## src/ostt_pkg.sv

```systemverilog
`default_nettype none

package ostt_pkg;

    localparam int NUM_TIMERS = 16;
    localparam int IDX_W      = (NUM_TIMERS > 1) ? $clog2(NUM_TIMERS) : 1;
    localparam int CNT_W      = $clog2(NUM_TIMERS + 1);
    localparam int TICK_W     = 32;
    localparam int ENTRY_W    = 2 * TICK_W;

    typedef logic [2:0] t_status;
    typedef logic [1:0] t_cmd;

    localparam t_cmd CMD_TICK   = 2'd0;
    localparam t_cmd CMD_CREATE = 2'd1;
    localparam t_cmd CMD_DELETE = 2'd2;

    localparam t_status ST_CREATED      = 3'd0;
    localparam t_status ST_ZERO_TIMEOUT = 3'd1;
    localparam t_status ST_FULL         = 3'd2;
    localparam t_status ST_DELETED      = 3'd3;
    localparam t_status ST_NOT_ARMED    = 3'd4;
    localparam t_status ST_FIRED        = 3'd5;
    localparam t_status ST_NONE_FIRED   = 3'd6;

    typedef enum logic [2:0] {
        FSM_IDLE = 3'b001,
        FSM_SCAN = 3'b010,
        FSM_POST = 3'b100
    } t_state;

endpackage

`default_nettype wire

```

## src/ostt_ram.sv

```systemverilog
`default_nettype none

module ostt_ram #(
    parameter int WIDTH = 8,
    parameter int DEPTH = 16
) (
    input  wire logic                     i_clk,
    input  wire logic                     i_wr_en,
    input  wire logic [$clog2(DEPTH)-1:0] i_wr_addr,
    input  wire logic [WIDTH-1:0]         i_wr_data,
    input  wire logic [$clog2(DEPTH)-1:0] i_rd_addr,
    output logic      [WIDTH-1:0]         o_rd_data
);

    logic [WIDTH-1:0] r_mem [DEPTH];

    always_ff @(posedge i_clk) begin
        if (i_wr_en) begin
            r_mem[i_wr_addr] <= i_wr_data;
        end
        o_rd_data <= r_mem[i_rd_addr];
    end

endmodule

`default_nettype wire

```

## src/one_shot_timer_table_top.sv

```systemverilog
// One-shot timer table.
// Input stream: s_axis_tuser carries the command (tick, create, delete),
// s_axis_tdata the timeout and the slot to delete. Output stream: one item
// per input item, status in m_axis_tuser, slot and tick value in m_axis_tdata.
// Deadlines and creation stamps sit in one RAM with a registered read; armed
// bits are flops. Create, delete and the unused command go from IDLE to POST,
// where the result moves into the output register once that is free; the
// block then returns to IDLE and can take the next item. A tick reads every
// slot through the single RAM read port in SCAN to find the earliest due
// timer, then passes through POST in the same way.
// One item is in work at a time; s_axis_tready is high only when idle.
// The output register holds a finished item while the receiver stalls;
// a new input item is still taken meanwhile, and its result waits until
// the output register is free.
// Reset (synchronous, active low) clears the tick counter, the creation
// stamp counter, all armed bits and the output valid; RAM contents are
// left as they are and are used only for armed slots.
`default_nettype none

module one_shot_timer_table_top (
    input  wire logic        i_clk,
    input  wire logic        i_rst_n,
    input  wire logic        s_axis_tvalid,
    output logic             s_axis_tready,
    input  wire logic [39:0] s_axis_tdata,  // [31:0] timeout_ticks, [35:32] slot_handle
    input  wire logic [1:0]  s_axis_tuser,  // [1:0] command
    output logic             m_axis_tvalid,
    input  wire logic        m_axis_tready,
    output logic      [39:0] m_axis_tdata,  // [3:0] slot, [35:4] tick_now
    output logic      [2:0]  m_axis_tuser   // [2:0] status
);

    localparam int N  = ostt_pkg::NUM_TIMERS;
    localparam int IW = ostt_pkg::IDX_W;
    localparam int CW = ostt_pkg::CNT_W;
    localparam int TW = ostt_pkg::TICK_W;
    localparam int EW = ostt_pkg::ENTRY_W;

    ostt_pkg::t_state r_state, n_state;
    logic [TW-1:0]    r_tick, n_tick;
    logic [TW-1:0]    r_stamp, n_stamp;
    logic [N-1:0]     r_armed, n_armed;
    logic [CW-1:0]    r_addr, n_addr;
    logic             r_rd_valid, n_rd_valid;
    logic [IW-1:0]    r_rd_idx, n_rd_idx;
    logic             r_found, n_found;
    logic [IW-1:0]    r_best_idx, n_best_idx;
    logic [TW-1:0]    r_best_dl, n_best_dl;
    logic [TW-1:0]    r_best_st, n_best_st;
    ostt_pkg::t_status r_res_status, n_res_status;
    logic [3:0]       r_res_slot, n_res_slot;
    logic             r_m_valid, n_m_valid;
    ostt_pkg::t_status r_m_status, n_m_status;
    logic [3:0]       r_m_slot, n_m_slot;
    logic [TW-1:0]    r_m_tick, n_m_tick;

    logic             wr_en;
    logic [IW-1:0]    wr_addr;
    logic [EW-1:0]    wr_data;
    logic [EW-1:0]    rd_data;

    logic             free_any;
    logic [IW-1:0]    free_idx;

    ostt_pkg::t_cmd   in_cmd;
    logic [TW-1:0]    in_timeout;
    logic [3:0]       in_handle;
    logic [IW-1:0]    handle_idx;
    logic             handle_ok;
    logic [TW-1:0]    rd_dl;
    logic [TW-1:0]    rd_st;
    logic             accept;

    assign in_cmd     = s_axis_tuser;
    assign in_timeout = s_axis_tdata[31:0];
    assign in_handle  = s_axis_tdata[35:32];
    assign handle_idx = IW'(in_handle);
    assign handle_ok  = (32'(in_handle) < N) && r_armed[handle_idx];
    assign rd_dl      = rd_data[TW-1:0];
    assign rd_st      = rd_data[EW-1:TW];

    assign s_axis_tready = (r_state == ostt_pkg::FSM_IDLE);
    assign accept        = s_axis_tvalid && s_axis_tready;

    // lowest free slot
    always_comb begin
        free_any = 1'b0;
        free_idx = '0;
        for (int i = N - 1; i >= 0; i--) begin
            if (!r_armed[i]) begin
                free_any = 1'b1;
                free_idx = IW'(i);
            end
        end
    end

    ostt_ram #(
        .WIDTH(EW),
        .DEPTH(N)
    ) u_ram (
        .i_clk    (i_clk),
        .i_wr_en  (wr_en),
        .i_wr_addr(wr_addr),
        .i_wr_data(wr_data),
        .i_rd_addr(r_addr[IW-1:0]),
        .o_rd_data(rd_data)
    );

    always_comb begin
        n_state      = r_state;
        n_tick       = r_tick;
        n_stamp      = r_stamp;
        n_armed      = r_armed;
        n_addr       = r_addr;
        n_rd_valid   = 1'b0;
        n_rd_idx     = r_rd_idx;
        n_found      = r_found;
        n_best_idx   = r_best_idx;
        n_best_dl    = r_best_dl;
        n_best_st    = r_best_st;
        n_res_status = r_res_status;
        n_res_slot   = r_res_slot;
        n_m_valid    = r_m_valid && !m_axis_tready;
        n_m_status   = r_m_status;
        n_m_slot     = r_m_slot;
        n_m_tick     = r_m_tick;
        wr_en        = 1'b0;
        wr_addr      = free_idx;
        wr_data      = {r_stamp, r_tick + in_timeout};

        unique case (r_state)
            ostt_pkg::FSM_IDLE: begin
                if (accept) begin
                    n_state    = ostt_pkg::FSM_POST;
                    n_res_slot = 4'd0;
                    priority if (in_cmd == ostt_pkg::CMD_TICK) begin
                        n_tick  = r_tick + 1'b1;
                        n_addr  = '0;
                        n_found = 1'b0;
                        n_state = ostt_pkg::FSM_SCAN;
                    end else if (in_cmd == ostt_pkg::CMD_CREATE) begin
                        priority if (in_timeout == '0) begin
                            n_res_status = ostt_pkg::ST_ZERO_TIMEOUT;
                        end else if (!free_any) begin
                            n_res_status = ostt_pkg::ST_FULL;
                        end else begin
                            wr_en             = 1'b1;
                            n_armed[free_idx] = 1'b1;
                            n_stamp           = r_stamp + 1'b1;
                            n_res_status      = ostt_pkg::ST_CREATED;
                            n_res_slot        = 4'(free_idx);
                        end
                    end else if (in_cmd == ostt_pkg::CMD_DELETE) begin
                        n_res_slot = in_handle;
                        if (handle_ok) begin
                            n_armed[handle_idx] = 1'b0;
                            n_res_status        = ostt_pkg::ST_DELETED;
                        end else begin
                            n_res_status = ostt_pkg::ST_NOT_ARMED;
                        end
                    end else begin
                        n_res_status = ostt_pkg::ST_NONE_FIRED;
                    end
                end
            end
            ostt_pkg::FSM_SCAN: begin
                // data for r_rd_idx arrives in the cycle after its address
                if (r_rd_valid && r_armed[r_rd_idx] && (rd_dl <= r_tick)) begin
                    if (!r_found || (rd_dl < r_best_dl) ||
                        ((rd_dl == r_best_dl) && (rd_st < r_best_st))) begin
                        n_found    = 1'b1;
                        n_best_idx = r_rd_idx;
                        n_best_dl  = rd_dl;
                        n_best_st  = rd_st;
                    end
                end
                if (r_addr != CW'(N)) begin
                    n_rd_valid = 1'b1;
                    n_rd_idx   = r_addr[IW-1:0];
                    n_addr     = r_addr + 1'b1;
                end else if (!r_rd_valid) begin
                    n_state = ostt_pkg::FSM_POST;
                    if (r_found) begin
                        n_armed[r_best_idx] = 1'b0;
                        n_res_status        = ostt_pkg::ST_FIRED;
                        n_res_slot          = 4'(r_best_idx);
                    end else begin
                        n_res_status = ostt_pkg::ST_NONE_FIRED;
                        n_res_slot   = 4'd0;
                    end
                end
            end
            ostt_pkg::FSM_POST: begin
                if (!r_m_valid || m_axis_tready) begin
                    n_m_valid  = 1'b1;
                    n_m_status = r_res_status;
                    n_m_slot   = r_res_slot;
                    n_m_tick   = r_tick;
                    n_state    = ostt_pkg::FSM_IDLE;
                end
            end
            default: begin
                n_state = ostt_pkg::FSM_IDLE;
            end
        endcase
    end

    always_ff @(posedge i_clk) begin
        if (!i_rst_n) begin
            r_state    <= ostt_pkg::FSM_IDLE;
            r_tick     <= '0;
            r_stamp    <= '0;
            r_armed    <= '0;
            r_rd_valid <= 1'b0;
            r_m_valid  <= 1'b0;
            r_addr     <= '0;
            r_found    <= 1'b0;
        end else begin
            r_state    <= n_state;
            r_tick     <= n_tick;
            r_stamp    <= n_stamp;
            r_armed    <= n_armed;
            r_rd_valid <= n_rd_valid;
            r_m_valid  <= n_m_valid;
            r_addr     <= n_addr;
            r_found    <= n_found;
        end
        r_rd_idx     <= n_rd_idx;
        r_best_idx   <= n_best_idx;
        r_best_dl    <= n_best_dl;
        r_best_st    <= n_best_st;
        r_res_status <= n_res_status;
        r_res_slot   <= n_res_slot;
        r_m_status   <= n_m_status;
        r_m_slot     <= n_m_slot;
        r_m_tick     <= n_m_tick;
    end

    assign m_axis_tvalid = r_m_valid;
    assign m_axis_tuser  = r_m_status;
    assign m_axis_tdata  = {4'd0, r_m_tick, r_m_slot};

endmodule

`default_nettype wire

```

## config.mk

```make
export PLATFORM = sky130hd
export DESIGN_NAME = one_shot_timer_table_top
export DESIGN_NICKNAME = d
export VERILOG_FILES = /design/src/ostt_pkg.sv /design/src/ostt_ram.sv /design/src/one_shot_timer_table_top.sv
export SDC_FILE = /design/constraint.sdc
export NUM_CORES = 2
export LEC_CHECK = 0
export ABC_AREA = 1
export ABC_CLOCK_PERIOD_IN_PS = 10820
export BUFFER_PORTS_ARGS = -buffer_cell sky130_fd_sc_hd__buf_2
export CORE_UTILIZATION = 40
export CTS_BUF_LIST = sky130_fd_sc_hd__clkbuf_4 sky130_fd_sc_hd__clkbuf_8 sky130_fd_sc_hd__clkbuf_16
export CTS_CLUSTER_SIZE = 20
export DETAILED_ROUTE_END_ITERATION = 8
export SLEW_MARGIN = 20
export SYNTH_ARGS = -nofsm -noshare
export SYNTH_HDL_FRONTEND = slang
export SYNTH_SLANG_ARGS = --single-unit
export TNS_END_PERCENT = 100
```

## constraint.sdc

```tcl
create_clock -name i_clk -period 10.82 [get_ports i_clk]
set_clock_uncertainty 0.05 [all_clocks]
set_input_delay 0 -clock i_clk [delete_from_list [all_inputs] [get_ports i_clk]]
set_output_delay 0 -clock i_clk [all_outputs]
set_load 0.005 [all_outputs]
```

# Yosys cells after proc, flatten, opt, wreduce, memory -nomap -nowiden
# Memories as Yosys holds them, arrays and structs flattened. A register that Yosys moved wholly into a read port is not among the register bits.
# Cells that the tools add are included.
# totals
regBits,209
mem_bits_rw,1024
inputBits,46
out_inout_bits,45
elab_cells,189
mem_count,1
# op_classes
add_sub_neg,4
magnitude_cmp,10
eq_ne,21
mux,100
n_bitwise,7
reduce_logical,29
# mem_list
name,depth,width,rd,rd_ports_with_merged_regs,write_ports,line,text
u_ram.r_mem,16,64,1,1,1,ostt_ram.sv:15,logic [WIDTH-1:0] r_mem [DEPTH];
# op_table
operator,count
16-bit 2-to-1 mux,10
4-bit 2-to-1 mux,25
32-bit by 1-bit adder with 32-bit output (second input constant),2
32-bit < comparator,2
1-bit 2-to-1 mux,36
3-bit 2-to-1 mux,12
32-bit adder,1
16-bit AND,2
32-bit == test,1
32-bit <= comparator,1
32-bit logical NOT,1
16-bit NOT,2
16-bit one-hot mux with 2 select lines,1
4-bit by 5-bit < comparator with 1-bit output (second input constant),4
2-bit inequality test (second input constant),8
16-bit bitwise OR,1
5-bit 2-to-1 mux,3
1-bit demux with 4-bit select,3
4-bit by 1-bit greater-or-equal comparator with 1-bit output (second input constant),3
4-bit AND reduction,3
5-bit one-hot mux with 2 select lines,1
10-bit AND reduction,1
5-bit AND reduction,2
3-bit one-hot mux with 3 select lines,1
24 further kinds,45

# Depth between registers and ports, before layout
# depth
word_depth,27
ltp_mapped,20
ltp_nobuf,20

# Cells and area by module
# A second synthesis with hierarchy kept.
# unflattened
hier_cells,5858
area_unflattened_um2,58631.2
# by_module_without_submodules
mod,n_inst,cells_per_inst,area_each_um2,seq_area_each_um2
ostt_ram,1,4210,45285.9,32030.7
one_shot_timer_table_top,1,1648,13345.3,5365.1

# Least setup slack after synthesis
# OpenSTA, ideal clock, no wires.
# synth_timing
kind,register to register
start,register r_armed[7]
end,"memory u_ram.r_mem[11][0] (netlist bit), enable pin"
t_arrival_ps,4183
required_time_ps,10284
slack_ps,6101
stages_incl_launch_ff,12
period_less_slack_ps,4719
path_cell_list,dfxtp_1 > inv_1 > nor3_1 > nand2_1 > inv_1 > a21oi_1 > nand2_1 > nor2_4 > inv_2 > buf_4 > buf_2 > nor2_1
# synth_via
elab_chain_len,16
# synth_lines
item,line,text
from (decl),one_shot_timer_table_top.sv:42,"logic [N-1:0] r_armed, n_armed;"
from (signal assigned),one_shot_timer_table_top.sv:222,r_armed <= n_armed;
1-bit 2-to-1 mux (8 in a row),one_shot_timer_table_top.sv:90,if (!r_armed[i]) begin
1-bit 2-to-1 mux,one_shot_timer_table_top.sv:144,end else if (!free_any) begin
1-bit 2-to-1 mux,one_shot_timer_table_top.sv:142,priority if (in_timeout == '0) begin
1-bit 2-to-1 mux,one_shot_timer_table_top.sv:141,end else if (in_cmd == ostt_pkg::CMD_CREATE) begin
1-bit 2-to-1 mux,one_shot_timer_table_top.sv:136,priority if (in_cmd == ostt_pkg::CMD_TICK) begin
1-bit 2-to-1 mux,one_shot_timer_table_top.sv:133,if (accept) begin
1-bit 2-to-1 mux,one_shot_timer_table_top.sv:131,unique case (r_state)
1-bit 2-to-1 mux,ostt_ram.sv:18,if (i_wr_en) begin
1-bit 2-to-1 mux (not written as such),ostt_ram.sv:19,r_mem[i_wr_addr] <= i_wr_data;
to (decl),ostt_ram.sv:15,
# Parallel ways exist; a longest one is shown, timed or not.

# Final worst setup path
# layout_timing
start,register r_armed[2]
end,"memory u_ram.r_mem[10][41] (netlist bit), enable pin"
# layout_via
elab_chain_len,11
# layout_lines
item,line
1-bit 2-to-1 mux (3 in a row),one_shot_timer_table_top.sv:90
1-bit 2-to-1 mux,one_shot_timer_table_top.sv:144
1-bit 2-to-1 mux,one_shot_timer_table_top.sv:142
1-bit 2-to-1 mux,one_shot_timer_table_top.sv:141
1-bit 2-to-1 mux,one_shot_timer_table_top.sv:136
1-bit 2-to-1 mux,one_shot_timer_table_top.sv:133
1-bit 2-to-1 mux,one_shot_timer_table_top.sv:131
1-bit 2-to-1 mux,ostt_ram.sv:18
1-bit 2-to-1 mux (not written as such),ostt_ram.sv:19
# Parallel ways exist; a longest one is shown, timed or not.

==> results by group <==
Status
  • Status: complete, but fails checks
  • Failing checks: hold timing

Clock tree
  • Root Driver: clkbuf_16
  • CTS hold repair buffers: 26
  • Post_cts resized: 0
  • H-tree depth reported by CTS: 4
  • Clk buf depth: 3
  • CTS tree: done
  • Clock sinks: between 1000 and 1500
  • Worst-Skew Late Latency: 0.77 ns
  • Post-CTS Setup Bufs: 0
  • TritonCTS buffer count: 139
  • Clock Pin Slew Worst Setup and Hold Paths: 0.06 ns

Synth
  • Synth async-reset ratio: 0%
  • Post-Syn Instances: 4512
  • Yosys Warn Count: 0
  • Top cells by count, synth: edfxtp_1, nor2_1, o21ai_0
  • Mapped Avg Cell Area: 11.9 sq um
  • Sequential share of the synthesized area: 69.7%
  • Synth area leader: edfxtp_1
  • Synth area leaders: edfxtp_1, dfxtp_1, o21ai_0
  • Most frequent cell after synthesis: edfxtp_1
  • Ys flop type: edfxtp_1
  • Post-synth cell types: 51
  • Yosys top cell area share: 63.9%
  • Post-synth EDFFs: 1142
  • Cell Area, Synth: 53700 sq um
  • Seq cells post-synth: 1297

Cells and area
  • Share of cells above drive strength 1: under 10%
  • Finished Layout Cells: ~6500
  • Design area: about 60000 sq um
  • Multi-input gate area: 14800 sq um
  • Register area: 37400 sq um
  • Fin nets: between 4000 and 5000
  • Area delta synth->final: 13.6%
  • # fillers: 12100

STA
  • Worst Tran Pin Value: approximately 1.1 ns
  • Setup TNS: 0 ns
  • Rel. slew slack: 23.9%
  • Tcrit/Tclk final: 42.6%
  • Final-report max-slew violation count: 0
  • Final Hold Vio Count: 16
  • Max Fclk: around 0.22 GHz
  • Hold Slack: -0.0221 ns
  • Setup Viol. Count Final: 0
  • Fin crit period: 4.61 ns
  • RSZ-0062 raised after global routing: false

Global routing
  • Global-route wire length before repair: roughly 210 mm
  • Vias in the first global route: 33900
  • Pin count of the biggest net entering global routing: 225
  • Antenna violations before repair: 3
  • GRT overflow: 0
  • Total Routing Usage GR: between 20 and 25%

Pwr
  • Switch share: 22.1%
  • Pleak: 0.0215 uW
  • Net Switching: 2390 uW
  • Pint: 8420 uW
  • Part of the power in registers: approximately half
  • Pwr Density: approximately 180 nW/um^2
  • Clk pwr share: a little over two fifths
  • Logic pwr share: under 10%
  • VDD IR max: approximately 180 uV
  • Final Power: roughly 11000 uW

Worst setup path
  • Worst r2r dst: u_ram.r_mem[10][41]$_DFFE_PP_
  • Slowest stage delay, CP: 0.95 ns
  • Buf+Inv Stages, Crit Path: 5
  • Startpoint Class: register
  • Crit path arrival time: 4.91 ns
  • Cells on worst reg2reg path: 11
  • Crit path max-delay family: simple AND/OR/NAND/NOR gates
  • Reg2reg setup slack: 6.21 ns
  • Max Fanout on Critical Path: 48
  • Critical Path, Cell by Cell: nand4_1 -> inv_1 -> nand2_1 -> inv_1 -> a21oi_1 -> nand2_1 -> nor2_4 -> inv_2 -> buf_4 -> nor2_4 -> buf_4
  • Worst R2R Start: r_armed[2]$_SDFFE_PN0P_
  • Setup CP Type: register to register
  • CP endpoint kind: register
  • Crit path max-delay cell type: buf_4
  • Worst EP required: 11.12 ns

Routing
  • M1 WL: 61.5 mm
  • Vias per inst: 5.49
  • Detail Route Antenna Nets: 0
  • Residual DRC: 0
  • Post-Route WL: 138 mm
  • First-pass DRT Iterations: 6
  • Drt wl/cell: 21.4 um
  • Via Count: 35500
  • WL met2: 64.1 mm
  • Top sig layer: met5
  • Drt first-iter violations: 3473
  • DR WL met3: 9.84 mm

Place
  • Hpwl dp: 74.1 mm
  • # port buffers: between 80 and 90
  • Area after DPL: 56100 sq um
  • RD Place Congestion: between 0.8 and 0.9
  • Dpl cells: 6186

Floorplanning
  • Core Area: 133000 sq um
  • Total Die Area: 136000 sq um
  • I/O pin count: 91
  • Die Y: 368 um
  • Die X: 368 um
  • Initial core utilization: 40.3%
  • Cell row count: 134

Worst hold path
  • WHS Endpoint: u_ram.r_mem[2][30]$_DFFE_PP_
  • Worst hold path depth: 3
  • Hold Crit Class: input port to register
  • Hold_sp: s_axis_tdata[30]

Job
  • Max cap viols: 0
==> registers in the layout, indices dropped and copies added, names as in the netlist, 5 cells and up <==
register	flops
u_ram.r_mem	1024
r_stamp	32
r_best_st	32
r_tick	32
u_ram.o_rd_data	64
r_m_tick	32
r_best_dl	32
r_addr	5
r_armed	16
==> power groups by stage <==
stage	registers (uW)	logic (uW)	clock network, uW
floorplan	5650	354	0
global placement	5670	495	0
detailed placement	5670	502	0
CTS	5570	513	4820
global route	5570	581	5010
finish	5570	517	4730
==> layout by cell type (no fill, tap or decap), drive strengths merged, types with 14 or more instances in the layout <==
| cell | count |
|---|---|
| clkbuf | 184 |
| nor2 | 690 |
| dfxtp | 155 |
| xnor2 | 14 |
| o22ai | 162 |
| edfxtp | 1142 |
| o211ai | 26 |
| a31oi | 16 |
| nor3 | 67 |
| o221ai | 110 |
| clkinv | 58 |
| xor2 | 42 |
| nand2 | 455 |
| ha | 130 |
| inv | 251 |
| buf | 134 |
| a21oi | 168 |
| nand4 | 34 |
| dlygate4sd3 | 26 |
| nand3 | 165 |
| o21ai | 605 |
==> logic make-up (layout without fill, tap and decap cells) <==
group,after synthesis,in the layout,share of synthesized area (%)
AND/OR/NAND/NOR,1431,1431,11.0
flip-flops,1297,1297,69.7
AO/OA/AOI/OAI,1122,1122,12.0
buffers and inverters,474,661,3.37
adder cells (fa/ha/maj),131,131,3.07
XOR/XNOR,56,56,0.914
other,1,5,0.00699
==> routing by layer <==
layer,global-route usage (%),vias to the layer above
met5,0,-
met4,5.93,2
met3,3.80,198
met2,32.0,1211
met1,27.7,17500
li1,-,16600
==> worst max path at each step <==
stage	startpoint	endpoint	slack, ns	depth (start not counted)
after global placement	r_armed[2]$_SDFFE_PN0P_	u_ram.r_mem[8][36]$_DFFE_PP_	6.27	11
after global routing	r_addr[0]$_SDFFE_PN0P_	u_ram.o_rd_data[28]$_DFF_P_	5.91	7
after detailed placement	r_armed[2]$_SDFFE_PN0P_	u_ram.r_mem[9][40]$_DFFE_PP_	6.23	11
after CTS	r_armed[2]$_SDFFE_PN0P_	u_ram.r_mem[9][41]$_DFFE_PP_	6.19	11
final	r_armed[2]$_SDFFE_PN0P_	u_ram.r_mem[10][41]$_DFFE_PP_	6.21	11
after floorplan	r_armed[7]$_SDFFE_PN0P_	u_ram.r_mem[11][0]$_DFFE_PP_	6.10	11
==> worst min-delay path, stage by stage <==
cell    delay (ns)
buf_2         0.11
ha_1          0.21
xor2_2        0.24
==> final cells by class <==
class	count	share of cell area (%)
Antenna cell	1	0.00410
Clock buffer	184	6.41
Clock inverter	74	1.13
Inverter	243	1.52
Multi-Input combinational cell	2744	24.2
Sequential cell	1297	61.3
Tap cell	1768	3.63
Timing Repair Buffer	160	1.80
==> through the flow <==
| stage | setup WS, ns | utilization [%] |
|---|---|---|
| 6_report | 6.21 | 45.8 |
| 5_1_grt | 5.91 | 45.8 |
| 4_1_cts | 6.19 | 45.7 |
| 3_5_place_dp | 6.23 | 42.1 |
| 3_3_place_gp | 6.27 | 42.0 |
| 2_1_floorplan | 6.10 | - |
(Power assumes the default switching activity.)
